`config.mk`:
```
export PLATFORM = sky130hd
export DESIGN_NAME = qacc_accum
export DESIGN_NICKNAME = d
export VERILOG_FILES = /design/src/hdl/qacc_pkg.sv /design/src/hdl/qacc_accum.sv
export SDC_FILE = /design/constraint.sdc
export NUM_CORES = 1
export LEC_CHECK = 0
export BUFFER_PORTS_ARGS = -buffer_cell sky130_fd_sc_hd__clkbuf_2
export CAP_MARGIN = 20
export CORE_MARGIN = 5
export CORE_UTILIZATION = 35
export DETAILED_ROUTE_END_ITERATION = 12
export PLACE_DENSITY = 0.51
export SETUP_SLACK_MARGIN = 0.05
export SLEW_MARGIN = 20
export SYNTH_ARGS = -nofsm -noshare
export SYNTH_HDL_FRONTEND = slang
export SYNTH_SLANG_ARGS = --single-unit
```
`constraint.sdc`:
```
create_clock -name clk -period 7.1 [get_ports clk]
set_input_delay 1.42 -clock clk [delete_from_list [all_inputs] [get_ports clk]]
set_output_delay 1.42 -clock clk [all_outputs]
set_load 0.005 [all_outputs]
```
`src/hdl/qacc_pkg.sv`:
```
// Shared types and constants for the quadrature accumulator.
`default_nettype none

package qacc_pkg;

  localparam int SAMPLE_W = 32;
  localparam int STEP_W = 25;
  localparam int MODE_W = 2;
  localparam int STATUS_W = 2;
  localparam int CFG_IDX_W = 2;
  localparam int CFG_DATA_W = 25;

  // register indexes
  localparam logic [CFG_IDX_W-1:0] REG_RULE_MODE = 2'd0;
  localparam logic [CFG_IDX_W-1:0] REG_STEP_SIZE = 2'd1;

  localparam logic [STEP_W-1:0] STEP_RESET = 25'd8388608;

  // rule modes
  localparam logic [MODE_W-1:0] MODE_MID = 2'd0;
  localparam logic [MODE_W-1:0] MODE_TRAP = 2'd1;
  localparam logic [MODE_W-1:0] MODE_SIMP = 2'd2;
  localparam logic [MODE_W-1:0] MODE_SPARE = 2'd3;

  // result status
  localparam logic [STATUS_W-1:0] STAT_OK = 2'd0;
  localparam logic [STATUS_W-1:0] STAT_ODD = 2'd1;
  localparam logic [STATUS_W-1:0] STAT_SAT = 2'd2;
  localparam logic [STATUS_W-1:0] STAT_FEW = 2'd3;

  // divisor of the closing formula, the code is the divisor itself
  localparam logic [1:0] DIV_ONE = 2'd1;
  localparam logic [1:0] DIV_TWO = 2'd2;
  localparam logic [1:0] DIV_THREE = 2'd3;

  // floor(y/3) = (y * RECIP3) >> RECIP_SHIFT for y below 2^34
  localparam int QUO_IN_W = 34;
  localparam int RECIP_W = 35;
  localparam int RECIP_SHIFT = 36;
  localparam logic [RECIP_W-1:0] RECIP3 = 35'd22906492246;

  localparam logic signed [SAMPLE_W-1:0] SAT_POS = 32'sh7FFF_FFFF;
  localparam logic signed [SAMPLE_W-1:0] SAT_NEG = 32'sh8000_0000;

  typedef struct packed {
    logic [1:0] div;
    logic [STATUS_W-1:0] status;
  } fin_ctl_t;

endpackage

`default_nettype wire

```
`src/hdl/qacc_accum.sv`:
```
// Input register, running weighted sum and closing total per interval.
`default_nettype none

module qacc_accum #(
  parameter int MAX_SAMPLES = 65536,
  parameter int TOT_W = 52
) (
  input  wire logic clk,
  input  wire logic rst,
  input  wire logic item_valid,
  output logic item_stall,
  input  wire logic signed [qacc_pkg::SAMPLE_W-1:0] sample,
  input  wire logic last,
  input  wire logic [qacc_pkg::MODE_W-1:0] mode,
  output logic tot_valid,
  input  wire logic tot_ready,
  output logic signed [TOT_W-1:0] tot,
  output qacc_pkg::fin_ctl_t tot_ctl
);

  localparam int CNT_W = $clog2(MAX_SAMPLES);

  logic s0_v;
  logic signed [qacc_pkg::SAMPLE_W-1:0] s0_sample;
  logic s0_last;

  logic signed [TOT_W-1:0] weighted_sum;
  logic signed [qacc_pkg::SAMPLE_W-1:0] first_value;
  logic [CNT_W-1:0] sample_count;

  logic fin;
  logic t_rdy;
  logic s0_go;
  logic signed [TOT_W-1:0] s_ext;
  logic signed [TOT_W-1:0] fv_ext;
  logic signed [TOT_W-1:0] addend;
  logic signed [TOT_W-1:0] tot_next;
  qacc_pkg::fin_ctl_t ctl_next;

  assign fin = s0_last || (sample_count == CNT_W'(MAX_SAMPLES - 1));
  assign t_rdy = !tot_valid || tot_ready;
  assign s0_go = s0_v && (!fin || t_rdy);
  assign item_stall = s0_v && !s0_go;

  assign s_ext = TOT_W'(s0_sample);
  assign fv_ext = (sample_count == '0) ? s_ext : TOT_W'(first_value);

  always_comb begin
    addend = s_ext;
    if (mode != qacc_pkg::MODE_MID) begin
      if (sample_count == '0) begin
        addend = '0;
      end else if (mode == qacc_pkg::MODE_SIMP) begin
        addend = sample_count[0] ? (s_ext <<< 2) : (s_ext <<< 1);
      end
    end
  end

  always_comb begin
    ctl_next.div = qacc_pkg::DIV_ONE;
    ctl_next.status = qacc_pkg::STAT_OK;
    tot_next = weighted_sum + s_ext;
    case (mode)
      qacc_pkg::MODE_TRAP: begin
        ctl_next.div = qacc_pkg::DIV_TWO;
        tot_next = (weighted_sum <<< 1) + fv_ext + s_ext;
        if (sample_count == '0) ctl_next.status = qacc_pkg::STAT_FEW;
      end
      qacc_pkg::MODE_SIMP: begin
        ctl_next.div = qacc_pkg::DIV_THREE;
        tot_next = weighted_sum + fv_ext + s_ext;
        if (sample_count == '0) begin
          ctl_next.status = qacc_pkg::STAT_FEW;
        end else if (sample_count[0]) begin
          ctl_next.status = qacc_pkg::STAT_ODD;
        end
      end
      default: begin
        ctl_next.div = qacc_pkg::DIV_ONE;
      end
    endcase
  end

  always_ff @(posedge clk) begin
    if (!item_stall) begin
      s0_sample <= sample;
      s0_last <= last;
    end
    if (s0_go && fin && t_rdy) begin
      tot <= tot_next;
      tot_ctl <= ctl_next;
    end
    if (rst) begin
      s0_v <= 1'b0;
      tot_valid <= 1'b0;
      weighted_sum <= '0;
      first_value <= '0;
      sample_count <= '0;
    end else begin
      if (!item_stall) s0_v <= item_valid;
      if (t_rdy) tot_valid <= s0_go && fin;
      if (s0_go) begin
        if (fin) begin
          weighted_sum <= '0;
          first_value <= '0;
          sample_count <= '0;
        end else begin
          weighted_sum <= weighted_sum + addend;
          if (sample_count == '0) first_value <= s0_sample;
          sample_count <= sample_count + 1'b1;
        end
      end
    end
  end

  count_in_range: assert property (@(posedge clk) disable iff (rst)
    sample_count <= CNT_W'(MAX_SAMPLES - 1))
    else $error("sample count past interval limit");

  state_cleared_after_close: assert property (@(posedge clk) disable iff (rst)
    s0_go && fin |=> sample_count == '0 && weighted_sum == '0)
    else $error("interval state not cleared after closing sample");

endmodule

`default_nettype wire

```
# Word level (Yosys, flattened, before mapping)
# Cells that the tools add are included.
[word_totals]
register_bits = 191
in_bits = 39
out_inout_bits = 58
wordCells = 49
[op_classes]
addsub = 7
eq_ne = 3
n_mux = 15
reduce_logical = 14
[op_table]
columns = ["cell", "n"]
rows = [
  ["52-bit two-way mux", 4],
  ["52-bit by 32-bit adder with 52-bit output", 3],
  ["52-bit adder", 3],
  ["52-bit one-hot mux with 2 select lines", 1],
  ["33-bit two-way mux", 2],
  ["32-bit two-way mux", 2],
  ["16-bit by 1-bit adder with 16-bit output (second input constant)", 1],
  ["16-bit == test (second input constant)", 1],
  ["16-bit zero test", 1],
  ["16-bit two-way mux", 1],
  ["2-bit one-hot mux with 2 select lines", 2],
  ["1-bit logical AND", 4],
  ["2-bit two-way mux", 2],
  ["2-bit nonzero test", 2],
  ["1-bit zero test", 3],
  ["1-bit logical OR", 3],
  ["2-bit by 1-bit == test with 1-bit output (second input constant)", 1],
  ["2-bit == test (second input constant)", 1],
  ["2-bit AND reduction", 1],
  ["1-bit two-way mux", 1],
]

# Depth between registers and ports, before layout
# Gate-level depths: netlist of run 1.
[logic_depth]
word_depth = 7
depth_mapped = 24
depth_no_buf = 21

# Worst setup path before layout of run 1
# OpenSTA, ideal clock, no wires.
[synth_path]
kind = "register to register"
start = "register sample_count[0]"
end = "register tot[49] (data pin)"
setup_time_ns = 0.162
arrival_ns = 5.772
required_ns = 6.938
slack_ns = 1.166
stages_incl_launch_ff = 25
path_buffers = 5
period_less_slack_ns = 5.934
cell_sequence = "dfxtp_1 > clkbuf_1 > clkbuf_1 > inv_1 > ha_1 > nor4b_1 > nand4_1 > clkbuf_1 > buf_1 > a21o_1 > inv_1 > fa_1 > inv_1 > ha_1 > clkbuf_1 > a21oi_1 > o21ai_0 > a221o_1 > a31oi_1 > o21a_1 > o21ai_0 > mux2_2 > a31oi_1 > a21oi_1 > o2111ai_1"
[synth_via]
elab_chain_cells = 5
word_cells_on_any_way = 7
classes_between = "4 x add/sub; 2 x mux; 1 x reduce/logical"
[synth_rtl]
columns = ["element", "line", "rtl"]
rows = [
  ["start, declared", "qacc_accum.sv:29", "logic [CNT_W-1:0] sample_count;"],
  ["start signal, assigned", "qacc_accum.sv:110", "sample_count <= sample_count + 1'b1;"],
  ["16-bit zero test *", "qacc_accum.sv:46", "assign fv_ext = (sample_count == '0) ? s_ext : TOT_W'(first_value);"],
  ["52-bit two-way mux *", "qacc_accum.sv:46", ""],
  ["52-bit adder (on tied branches)", "qacc_accum.sv:71, qacc_accum.sv:66", ""],
  ["52-bit by 32-bit adder with 52-bit output (on tied branches)", "qacc_accum.sv:71, qacc_accum.sv:66", ""],
  ["52-bit one-hot mux with 2 select lines *", "qacc_accum.sv:63", "case (mode)"],
  ["via tot_next[49]", "qacc_accum.sv:37", "logic signed [TOT_W-1:0] tot_next;"],
  ["end signal, assigned", "qacc_accum.sv:90", "tot <= tot_next;"],
  ["end, declared", "qacc_accum.sv:17", "output logic signed [TOT_W-1:0] tot,"],
]
# Mark *: on every way through the listed nets, which the timed path passes. The rest lies on a longest branch.
# A chain may end at the register's enable or synchronous reset.

# Final worst setup path of run 1
# Ends and elaborated chain as after synthesis.

==> key figures, run 1 <==
Clock tree
  – Clock sinks: 191
  – Worst-skew pair later-pin latency: 520 ps
  – # resized after CTS: 0
  – CTS Buf Count: 17
  – Clock tree from TritonCTS: built
  – Worst-path clk slew: 90 ps
  – Setup bufs post-CTS: 0
  – H-tree depth: 4
  – Clock Tree Root: clkbuf_16
  – CTS max path bufs: 2
  – CTS Hold Bufs: 0

Floorplan
  – Die ar.: 66400 um^2
  – Ports: 97
  – Die Ht: 258 um
  – DIE WIDTH: 258 um
  – Core area: 60600 um^2
  – Cell Rows: 90
  – Initial core utilization: 35.5%

Global routing
  – M2 GR Usage: 30.3%
  – Antenna violations before repair: 1
  – Gr busiest metal: met1
  – Total congestion overflow: 0
  – Pin count of the biggest net entering global routing: 73
  – First-pass GRT wire length: 113 mm
  – Vias in the first global route: 18930
  – Total global-route track usage: 21.8%
  – GR Util met3: 4.22%
  – GRT met1 Usage: 34.4%

Yosys
  – Ys flop type: dfxtp_1
  – Post-synth EDFFs: 89
  – Yosys cell types: 93
  – Post-synthesis async set-or-reset flop share: 0%
  – Mapped Area: 21500 um^2
  – Syn_nets: 2982
  – Yosys warns: 0
  – Post-synthesis sequential element count: 191
  – Cells after Synth: 2666
  – Avg Cell Area, Syn: 8.06 um^2
  – Sequential-to-total area share from yosys stat: 22.0%

Placed design
  – DP HPWL: 58.6 mm
  – Place WS: 825 ps
  – IO buf count: 96
  – Final GP Congestion: 0.902

Critical path
  – Critical Path Fanout Max: 72
  – Reg-to-Reg End: tot[49]
  – Worst setup SP type: flop
  – Crit path capture type: flop
  – Worst reg-to-reg setup slack: 740 ps
  – Worst path arrival time: 6600 ps
  – Crit path kind: reg -> reg
  – Req. time, crit path: 7340 ps
  – R2r startpoint: sample_count[0]
  – Worst Reg-to-Reg Cells: 21

Timing
  – Fin worst setup slack: 743 ps
  – RSZ-0062 raised after global routing: no
  – Fin crit share: 89.5%
  – Min Hold Slack: 505 ps
  – Max_slew headroom: 24.0%
  – Final setup fails: 0
  – Post-route setup TNS: 0 ps
  – Fmax: 157 MHz
  – Fin. Hold Viols: 0
  – Slew @ Worst Pin: 1130 ps
  – Clk_skew: 16.2 ps
  – Final min period: 6360 ps
  – Pins Over Slew Limit: 0

Layout
  – Commonest non-fill, non-tap cell in the layout: inv_1
  – # fillers: 6285
  – Nets@finish: 2991
  – Layout area overhead: 8.33%
  – N_diodes: 0
  – Fraction of layout cells with a size suffix above 1: 7.44%
  – Most frequent cells in the layout: inv_1, nor2_1, a21oi_1

Route
  – Initial DRC Count: 1704
  – DR DRC count: 0
  – Detail Route Antenna Nets: 0
  – Vias: 19708
  – Wirelength, routed: 74.4 mm
  – Vias/cell: 5.68
  – Wire per inst: 21.4 um
  – Detailed-router iteration count before antenna repair: 6

Power
  – Power per Cell Area: 170 nW/um^2
  – Static Leakage: 0.0104 uW
  – Max VDD drop: 0.000209 V
  – Total Power: 3950 uW

Min path
  – HP Start: first_value[26]
  – HP Class: reg -> reg
  – Hold path endpoint: first_value[26]
  – Hold path cells: 2

Status
  – Status: complete, no violations

Flow run
  – Max-cap check violation count: 0
## through the flow
step | instance area (um^2) | std cells | util (%)
global placement | 22600 | 3438 | 37.4
CTS | 23300 | 3470 | 38.4
detailed placement | 22600 | 3438 | 37.4
global route | 23300 | 3470 | 38.4
floorplan | 21500 | 2666 | -
finish | 23300 | 3470 | 38.4
## flip-flops by register name (all words and copies together), names as in the netlist
name          count
tot_ctl           4
s0_sample        32
tot              52
s0_v              1
sample_count     16
s0_last           1
first_value      32
weighted_sum     52
tot_valid         1
## layer usage
layer  vias to the layer above  wire (um)
met4                         2       1220
met5                         -         13
met2                       667      29200
li1                       9584          -
met1                      9395      38200
met3                        60       5730
## kinds of logic after synthesis
logic type	share of synthesized area (%)
xor gates and xnor gates	7.91
adders and majority gates	19.1
AOI/OAI and AO/OA	27.3
buffers and inverters	6.86
and+or+nand+nor	14.9
DFF	22.0
muxes	1.97
## worst max-delay path, cell delays in order, from the launching register on
cell and delay, ps:
dfxtp_2 330, inv_1 90, ha_1 220, nor4b_1 140, nand4_1 90, buf_4 590, nor2_1 80, a21o_1 200
fa_1 490, ha_1 200, inv_1 80, fa_1 440, nand2b_1 210, a21oi_1 300, o21ai_0 320, a2111oi_0 740
nor4_1 210, o31ai_2 490, a31oi_1 230, xnor2_1 170, a21oi_1 260, o2111ai_1 140
## synthesized netlist by cell type (39+ instances only)
| master | instances | share of area (%) |
|---|---|---|
| a21o_1 | 141 | 4.9 |
| a21oi_1 | 242 | 5.6 |
| edfxtp_1 | 89 | 12 |
| dfxtp_1 | 102 | 9.5 |
| fa_1 | 86 | 8.0 |
| inv_1 | 260 | 4.5 |
| nand3_1 | 52 | 1.2 |
| xor2_1 | 89 | 3.6 |
| ha_1 | 191 | 11 |
| mux2i_1 | 39 | 1.8 |
| clkbuf_1 | 112 | 2.0 |
| a211oi_1 | 50 | 1.7 |
| nand4_1 | 47 | 1.4 |
| nand2_1 | 180 | 3.1 |
| o21ai_0 | 129 | 3.0 |
| a22oi_1 | 64 | 2.2 |
| nor2_1 | 263 | 4.6 |
| xnor2_1 | 105 | 4.3 |
## worst max path at each step
stage          slack (ps)             from  endpoint
2_1_floorplan        1170  sample_count[0]   tot[49]
3_3_place_gp          900  sample_count[0]   tot[49]
3_5_place_dp          820  sample_count[0]   tot[49]
4_1_cts               820  sample_count[0]   tot[49]
5_1_grt               560  sample_count[1]   tot[49]
6_report              740  sample_count[0]   tot[49]
## power breakdown
| part | total (uW) | internal (uW) | leakage [uW] | switching (uW) |
|---|---|---|---|---|
| Clock | 1050 | 483 | 0.000296 | 567 |
| Combinational | 1640 | 609 | 0.00838 | 1030 |
| Sequential | 1260 | 1200 | 0.00169 | 59.0 |
| Total | 3950 | 2300 | 0.0104 | 1650 |
## layout make-up
class                           count  area (um^2)  area share (%)
Timing Repair Buffer              117          651            2.80
Clock buffer                       18          429            1.84
Inverter                          262          983            4.23
Sequential cell                   191         4720            20.3
Tap cell                          782          978            4.21
Clock inverter                     14          188           0.807
Multi-Input combinational cell   2086        15300            65.8
Power figures use the tool's default switching activity.
==> inputs of run 2 (changes only) <==
--- a/config.mk
+++ b/config.mk
@@ -8,9 +8,9 @@
 export BUFFER_PORTS_ARGS = -buffer_cell sky130_fd_sc_hd__clkbuf_2
 export CAP_MARGIN = 20
 export CORE_MARGIN = 5
-export CORE_UTILIZATION = 35
+export CORE_UTILIZATION = 32
 export DETAILED_ROUTE_END_ITERATION = 12
-export PLACE_DENSITY = 0.51
+export PLACE_DENSITY = 0.48
 export SETUP_SLACK_MARGIN = 0.05
 export SLEW_MARGIN = 20
 export SYNTH_ARGS = -nofsm -noshare
==> run 2 against run 1 <==
  * Fmax down 3.2%
  * Register-to-register slack got worse by 210 ps
  * Core utilization decreased by 3.4 points
  * Via count is 0.33% lower
  * Die area grew 9.0%
  * Critical path type unchanged
  * Largest power group unchanged
==> key figures, run 2 (synthesized netlist as in run 1, its figures left out) <==
Status
  – Status: complete, no violations

Critical path
  – Worst setup SP type: flop
  – Crit-path cells: inv_1 > ha_1 > nor4b_1 > nand4_1 > a21o_1 > fa_1 > ha_1 > inv_1 > fa_1 > nand2b_1 > a21oi_1 > o21ai_0 > a2111oi_0 > nor4_1 > o31ai_2 > a31oi_1 > xnor2_1 > a21oi_1 > o2111ai_1
  – Worst path bufs/invs: 2
  – Worst path arrival time: 6810 ps
  – Crit-path max cell delay: 810 ps
  – Reg-to-Reg End: tot[49]
  – Crit path kind: reg -> reg
  – Crit path max-delay family: compound AO/OA/AOI/OAI gates
  – Crit. path cell count: 19
  – Crit path capture type: flop
  – Worst reg-to-reg setup slack: 530 ps
  – R2r startpoint: sample_count[0]
  – Req. time, crit path: 7340 ps
  – Critical Path Fanout Max: 6
  – Worst Reg-to-Reg Cells: 19
  – CP max stage cell: a2111oi_0

Global routing
  – Antenna violations before repair: 0
  – Total global-route track usage: 20.1%
  – Vias in the first global route: 18743
  – First-pass GRT wire length: 113 mm
  – Pin count of the biggest net entering global routing: 65
  – Total congestion overflow: 0

Placed design
  – DP HPWL: 59.1 mm
  – IO buf count: 96
  – Final GP Congestion: 0.900
  – Post-DP Area: 22800 um^2

Route
  – Vias/cell: 5.51
  – Detailed-router iteration count before antenna repair: 5
  – Vias: 19643
  – Detail Route Antenna Nets: 0
  – Wire per inst: 20.8 um
  – Wirelength, routed: 74.1 mm
  – DR DRC count: 0
  – Initial DRC Count: 1534

Timing
  – Fin crit share: 92.5%
  – Fmax: 152 MHz
  – Fin. Hold Viols: 0
  – Post-route setup TNS: 0 ps
  – Final setup fails: 0
  – Slew @ Worst Pin: 1030 ps
  – Pins Over Slew Limit: 0
  – Max_slew headroom: 29.5%
  – Final min period: 6570 ps
  – Clk_skew: 22.1 ps
  – RSZ-0062 raised after global routing: no

Layout
  – Nets@finish: 2993
  – Design area: 23400 um^2
  – Fraction of layout cells with a size suffix above 1: 7.55%
  – Most frequent cells in the layout: inv_1, nor2_1, a21oi_1
  – Commonest non-fill, non-tap cell in the layout: inv_1
  – Largest regs: tot (52), weighted_sum (52)
  – Final core utilization: 35.0%
  – N_diodes: 0
  – Layout area overhead: 9.17%

Clock tree
  – Setup bufs post-CTS: 0
  – H-tree depth: 4
  – Clock tree from TritonCTS: built
  – Worst-skew pair later-pin latency: 520 ps
  – CTS Hold Bufs: 0
  – Clock Tree Root: clkbuf_16
  – Clock sinks: 191
  – Worst-path clk slew: 90 ps
  – # resized after CTS: 0
  – CTS Buf Count: 17
  – CTS max path bufs: 2

Power
  – Static Leakage: 0.0104 uW
  – Max VDD drop: 0.000191 V
  – Power per Cell Area: 171 nW/um^2
  – Total Power: 4000 uW

Floorplan
  – Cell Rows: 95
  – Die ar.: 72400 um^2
  – Initial core utilization: 32.1%
  – Ports: 97
  – Die Ht: 269 um
  – DIE WIDTH: 269 um
  – Core area: 66900 um^2

Flow run
  – Max-cap check violation count: 0

Min path
  – Hold path endpoint: first_value[20]
  – HP Start: first_value[20]
  – HP Class: reg -> reg
  – Hold path cells: 2
run 2: cell count changes in the layout (fill, tap and decap cells not counted), sizes merged:
cell / change
inv: +3
clkinv: -3
buf: +2
run 2: layout make-up:
class / instances / area [um^2]
multi-input combinational: 2086 / 15300
clock buffer: 18 / 450
inverter: 262 / 983
timing repair buffer: 119 / 678
tap: 873 / 1090
fill: 6974 / 43500
sequential: 191 / 4720
clock inverter: 14 / 211
run 2: metrics by stage:
stage,setup WS [ps],std cells,hold WS [ps]
after floorplan,1170,2666,459
after global placement,809,3531,487
after detailed placement,781,3531,488
after CTS,735,3563,513
after global routing,434,3563,538
final,532,3563,508
run 2: worst max-delay path by stage:
stage               to             from  slack [ps]
6_report       tot[49]  sample_count[0]         530
5_1_grt        tot[49]  sample_count[0]         430
4_1_cts        tot[49]  sample_count[0]         740
3_5_place_dp   tot[49]  sample_count[0]         780
3_3_place_gp   tot[49]  sample_count[0]         810
2_1_floorplan  tot[49]  sample_count[0]        1170
run 2: tightest hold or removal path, delay by kind of cell (launching register included):
| kind | cells | cell delay, ps |
|---|---|---|
| flops | 1 | 340 |
| compound gates | 1 | 60 |
| simple gates | 1 | 70 |
run 2: where the power goes:
group | switching [uW] | internal, uW
Clock | 585 | 519
Combinational | 1020 | 612
Sequential | 60.4 | 1200
run 2: layer usage:
metal	share of wire [%]	vias up	GRT usage, %
met4	1.5	0	4.41
met5	0	-	0
li1	-	9600	-
met1	52	9386	31.6
met3	6.2	68	3.23
met2	41	589	28.8
